$ cat config.mk
export PLATFORM = sky130hd
export DESIGN_NAME = lpht_mix
export DESIGN_NICKNAME = d
export VERILOG_FILES = /design/src/hw/rtl/linear_probe_hash_table_macros.svh /design/src/hw/rtl/lpht_pkg.sv /design/src/hw/rtl/lpht_mix.sv
export SDC_FILE = /design/constraint.sdc
export NUM_CORES = 2
export LEC_CHECK = 0
export BUFFER_PORTS_ARGS = -buffer_cell sky130_fd_sc_hd__buf_2
export CAP_MARGIN = 20
export CORE_MARGIN = 1
export CORE_UTILIZATION = 67
export CTS_CLUSTER_DIAMETER = 150
export CTS_CLUSTER_SIZE = 20
export DETAILED_ROUTE_END_ITERATION = 6
export GPL_ROUTABILITY_DRIVEN = 0
export GPL_TIMING_DRIVEN = 0
export PLACE_DENSITY_LB_ADDON = 0.15
export SLEW_MARGIN = 25
export SYNTH_ARGS = -nofsm -noshare
export SYNTH_HDL_FRONTEND = slang
export SYNTH_SLANG_ARGS = --single-unit
$ cat constraint.sdc
create_clock -name clk -period 12 [get_ports clk]
set_input_delay 2.4 -clock clk [delete_from_list [all_inputs] [get_ports clk]]
set_output_delay 2.4 -clock clk [all_outputs]
set_load 0.02 [all_outputs]
$ cat src/hw/rtl/linear_probe_hash_table_macros.svh
// Assertion helpers for the hash table RTL. They expand to nothing in synthesis.
`ifndef LINEAR_PROBE_HASH_TABLE_MACROS_SVH
`define LINEAR_PROBE_HASH_TABLE_MACROS_SVH

`ifndef SYNTHESIS
`define LPHT_ASSERT_IMP(lbl, ante, cons) \
    lbl: assert property (@(posedge clk) disable iff (!rst_n) (ante) |-> (cons)) \
        else $error("hash table assertion failed");
`define LPHT_ASSERT_NEXT(lbl, ante, cons) \
    lbl: assert property (@(posedge clk) disable iff (!rst_n) (ante) |=> (cons)) \
        else $error("hash table assertion failed");
`else
`define LPHT_ASSERT_IMP(lbl, ante, cons)
`define LPHT_ASSERT_NEXT(lbl, ante, cons)
`endif

`endif

$ cat src/hw/rtl/lpht_pkg.sv
package lpht_pkg;

    localparam int TABLE_SLOTS = 1024;
    localparam int SLOT_W      = $clog2(TABLE_SLOTS);
    localparam int KEY_W       = 64;
    localparam int VAL_W       = 8;
    localparam int COUNT_W     = 11;

    localparam logic [63:0] MIX_MUL_A = 64'hff51afd7ed558ccd;
    localparam logic [63:0] MIX_MUL_B = 64'hc4ceb9fe1a85ec53;
    localparam int          MIX_SHIFT = 33;
    localparam int          LOAD_NUM  = 7;
    localparam int          LOAD_DEN  = 10;
    // An insert of a new key is refused once the entry count reaches this.
    localparam int          LOAD_LIMIT = (TABLE_SLOTS * LOAD_NUM) / LOAD_DEN;

    localparam logic [1:0] MODE_LOOKUP = 2'd0;
    localparam logic [1:0] MODE_INSERT = 2'd1;
    localparam logic [1:0] MODE_WRITE  = 2'd2;

    localparam logic [1:0] STATUS_OK       = 2'd0;
    localparam logic [1:0] STATUS_ABSENT   = 2'd1;
    localparam logic [1:0] STATUS_FULL     = 2'd2;
    localparam logic [1:0] STATUS_ZERO_KEY = 2'd3;

    typedef struct packed {
        logic             start;
        logic [KEY_W-1:0] key;
    } mix_req_t;

    typedef struct packed {
        logic              done;
        logic [SLOT_W-1:0] home;
    } mix_rsp_t;

    function automatic logic [63:0] xor_shift(input logic [63:0] v);
        return v ^ (v >> MIX_SHIFT);
    endfunction

endpackage

$ cat src/hw/rtl/lpht_mix.sv
// Iterative fmix64 mixer built around one 32x32 multiplier. Each 64-bit
// multiply (low half of the product) takes three partial products.
module lpht_mix
    import lpht_pkg::*;
(
    input  logic     clk,
    input  logic     rst_n,
    input  mix_req_t req,
    output mix_rsp_t rsp
);

    typedef enum logic [4:0] {
        MX_IDLE = 5'b00001,
        MX_MUL0 = 5'b00010,
        MX_MUL1 = 5'b00100,
        MX_MUL2 = 5'b01000,
        MX_ACC  = 5'b10000
    } mx_state_t;

    mx_state_t   state_reg, state_next;
    logic        round_reg, round_next;
    logic        done_reg, done_next;
    logic [63:0] v_reg, v_next;
    logic [63:0] acc_reg, acc_next;
    logic [63:0] prod_reg, prod_next;
    logic [63:0] mul_const;
    logic [31:0] mul_a, mul_b;
    logic [31:0] acc_hi_sum;

    assign mul_const = round_reg ? MIX_MUL_B : MIX_MUL_A;

    // Operand selection for the shared multiplier.
    always_comb
    begin
        mul_a = v_reg[31:0];
        mul_b = mul_const[31:0];
        case (state_reg)
            MX_MUL1:
            begin
                mul_b = mul_const[63:32];
            end
            MX_MUL2:
            begin
                mul_a = v_reg[63:32];
            end
            default:
            begin
                mul_a = v_reg[31:0];
                mul_b = mul_const[31:0];
            end
        endcase
    end

    assign prod_next  = 64'(mul_a) * 64'(mul_b);
    assign acc_hi_sum = acc_reg[63:32] + prod_reg[31:0];

    always_comb
    begin
        state_next = state_reg;
        round_next = round_reg;
        done_next  = 1'b0;
        v_next     = v_reg;
        acc_next   = acc_reg;
        case (state_reg)
            MX_IDLE:
            begin
                if (req.start)
                begin
                    v_next     = xor_shift(req.key);
                    round_next = 1'b0;
                    state_next = MX_MUL0;
                end
            end
            MX_MUL0:
            begin
                state_next = MX_MUL1;
            end
            MX_MUL1:
            begin
                acc_next   = prod_reg;
                state_next = MX_MUL2;
            end
            MX_MUL2:
            begin
                acc_next   = {acc_hi_sum, acc_reg[31:0]};
                state_next = MX_ACC;
            end
            MX_ACC:
            begin
                v_next = xor_shift({acc_hi_sum, acc_reg[31:0]});
                if (round_reg)
                begin
                    done_next  = 1'b1;
                    state_next = MX_IDLE;
                end
                else
                begin
                    round_next = 1'b1;
                    state_next = MX_MUL0;
                end
            end
            default:
            begin
                state_next = MX_IDLE;
            end
        endcase
    end

    always_ff @(posedge clk or negedge rst_n)
    begin
        if (!rst_n)
        begin
            state_reg <= MX_IDLE;
            round_reg <= 1'b0;
            done_reg  <= 1'b0;
        end
        else
        begin
            state_reg <= state_next;
            round_reg <= round_next;
            done_reg  <= done_next;
        end
    end

    always_ff @(posedge clk)
    begin
        v_reg    <= v_next;
        acc_reg  <= acc_next;
        prod_reg <= prod_next;
    end

    assign rsp.done = done_reg;
    assign rsp.home = v_reg[SLOT_W-1:0];

endmodule

==> key figures <==
Detailed routing
  • DRT Wirelength: between 100000 and 150000 µm
  • Final ANT Viol Nets: 0
  • Vias per cell: 6.088
  • Wire per inst: 25.74 µm
  • DRT Pass-1 Iters: 7
  • DRC: 4
  • DR iter-0 viols: about 3700
  • Routed vias: 30130

Global routing
  • Global-route wire length before repair: 190100 µm
  • Met1 Usage GRT: 57.60%
  • Vias in the first global route: between 30000 and 40000
  • GRT overflow: 0
  • Grt met3 use: between 10 and 15%
  • Largest net degree at the start of global routing: 37
  • GR peak layer: met2
  • M2 GR Usage: 62.50%
  • GR Util All Layers: 44.21%
  • Initial antenna violation count: 6

Synthesis
  • Post-synthesis adder-cell area fraction: 51.59%
  • Cell area after synthesis: approximately 0.04 mm²
  • Post-Synthesis Cells: 4067
  • Simple-gate area share of the yosys netlist: 9.527%
  • Cell taking the most area after synthesis: fa_1
  • Share of Yosys cell area claimed by the top area cell type: 38.84%
  • Yosys cell types: 85
  • Synth area leaders: fa_1 (39%), ha_1 (13%), edfxtp_1 (9.7%)
  • Synth warn: 0
  • Top cells by count, synth: inv_1 (961), fa_1 (769), ha_1 (399)
  • Largest family of logic cells by synthesized area: adder cells
  • Post-synthesis mux area share: between 1.5 and 2%
  • EDFF count, synth: between 100 and 150
  • Cell with the most instances after synthesis: inv_1
  • Synth Flop Type: edfxtp_1
  • Asr flop ratio synth: under 10%
  • Yosys reg bits: 199
  • Compound-gate portion of the synthesized area: under 10%
  • Mapped Avg Cell Area: 9.746 µm²
  • Synth Net Count: 5302
  • Synth Area in XOR/XNOR: roughly 5.2%
  • Sequential area share after synthesis: 13.37%

Floorplanning
  • CORE AREA: just under 0.06 mm²
  • Rows: 88
  • Full die area: 0.06014 mm²
  • Die height: 245.2 µm
  • Initial Utilization: 68.31%
  • IO Count: 78
  • Die W: 245.2 µm

Timing
  • Worst slew pin tran: 1.217 ns
  • Setup WS post-layout: about 0.12 ns
  • Final Hold Fails: 0
  • Final period util: 98.97%
  • Max_slew headroom: between 10% and 20%
  • Layout Skew: roughly 0.013 ns
  • Final setup viols: 0
  • Unrepaired setup endpoints after global routing: no
  • Minimum clock period: 11.88 ns
  • Setup_tns: 0 ns
  • Fmax: 84.20 MHz
  • Max Slew Vio Count: 0

Clock tree
  • H-tree lvl count: 4
  • CTS clk-pin slew, worst paths: around 0.070 ns
  • Clk buf depth: 2
  • Worst skew pair latency: 0.45 ns
  • Num CTS Buffers: 17
  • CTS tree: yes
  • CTS sink cnt: 199
  • Clk root buf: clkbuf_16

Critical path
  • Worst Path Arrival: about 12 ns
  • Crit-path most repeated cell: fa_1
  • Startpoint types: flop
  • Critical path's slowest cell: clkinv_1
  • Kind of critical path: reg -> reg
  • Slowest stage delay, CP: around 0.83 ns
  • Worst Path Max Fanout: 13
  • Worst setup EP type: flop
  • Worst EP required: 12.37 ns

Final layout
  • # nets final: 5400
  • # fillers: 4382
  • Post-Layout Cell Count: 4949
  • Layout area overhead: 5.085%
  • Area of the multi-input gates: approximately 0.03 mm²
  • Share of cells above drive strength 1: 6.056%
  • Sequential cell area: about 0.0053 mm²

Place
  • Pre-CTS WS: -0.6929 ns
  • I/O Buffers: 77
  • Final HPWL DP: about 110000 µm
  • Dpl cells: around 4900

Run
  • Maxcap violations: 0

Hold path
  • HP Class: reg -> reg

Run status
  • Failing checks: design-rule violations
  • Run status: complete, but fails checks
-- worst paths after layout --
path,startpoint,end,slack (ns),cells past startpoint
max in group asynchronous,rst_n,state_reg[0],9.99,1
worst max register to register,round_reg,prod_reg[62],0.12,28
worst min register to register,prod_reg[54],acc_reg[54],0.52,2
worst min-delay path,prod_reg[54],acc_reg[54],0.52,2
min in group asynchronous,rst_n,state_reg[4],1.77,1
worst max-delay path,round_reg,prod_reg[62],0.12,28
-- kinds of logic after synthesis --
family / after synthesis
simple gates: 807
other cells: 1
fa+ha+maj: 1174
compound gates: 470
flops: 199
xor+xnor: 237
mux: 69
buf+inv: 1110
-- worst max-delay path: cells and delay by family (launching register included) --
family          cells  cell delay, ns
fa+ha+maj          10            4.77
simple gates        3            0.62
buf+inv             7            3.49
xor+xnor            1            0.18
flops               1            0.78
compound gates      7            1.92
-- what timing repair did --
action	4_1_cts	5_1_grt
buffers inserted	0	2
hold buffers	0	0
resized for setup	3	6
endpoints found under the setup margin	34	22
-- layout by cell type (no fill, tap or decap), drive strengths merged, types with 5 or more instances in the layout --
cell,Yosys,final
clkbuf,116,133
edfxtp,128,128
dfrtp,6,6
a21boi,11,11
a21oi,134,134
o21bai,18,18
or2,30,30
mux2i,24,24
dfxtp,64,64
nor2b,34,34
nand2b,67,67
xor2,114,114
fa,769,769
diode,0,6
ha,399,399
clkinv,3,6
and3,15,15
clkinvlp,0,6
nor2,238,238
o21a,10,10
a31o,5,5
a31oi,15,15
buf,27,108
o21ai,116,116
maj3,6,6
mux2,45,45
xnor2,123,123
nand4,12,12
o32ai,6,6
o31ai,5,5
and2,88,88
nor3,10,10
inv,964,967
nand2,270,270
nand3,22,22
a211oi,8,8
a21o,101,101
-- area by class of cell --
cell class	count	share of cell area, %
Tap cell	765	2.298
Buffer	142	1.442
Clock inverter	13	0.2914
Timing Repair Buffer	80	1.009
Sequential cell	199	12.73
Clock buffer	19	1.039
Multi-Input combinational cell	2758	72.43
Antenna cell	6	0.03605
Inverter	967	8.723
-- per-stage QoR --
stage                     hold slack [ns]  instance area (µm²)  utilization [%]
final                              0.5233                41650            71.78
after detailed placement           0.5023                41040            70.73
after floorplan                    0.4679                39640                -
after CTS                          0.5212                41600            71.69
after global routing               0.5444                41640            71.76
after global placement             0.4934                40980            70.62
-- per-layer routing --
layer | wire [µm] | vias up
met3 | 15700 | 562
met4 | 12860 | 2
li1 | - | 12700
met1 | 45790 | 14810
met5 | 12 | -
met2 | 53010 | 2059
Power is left out: the tool's default activity adds up to more than one toggle a clock period on the data nets, which glitch-free logic cannot reach.
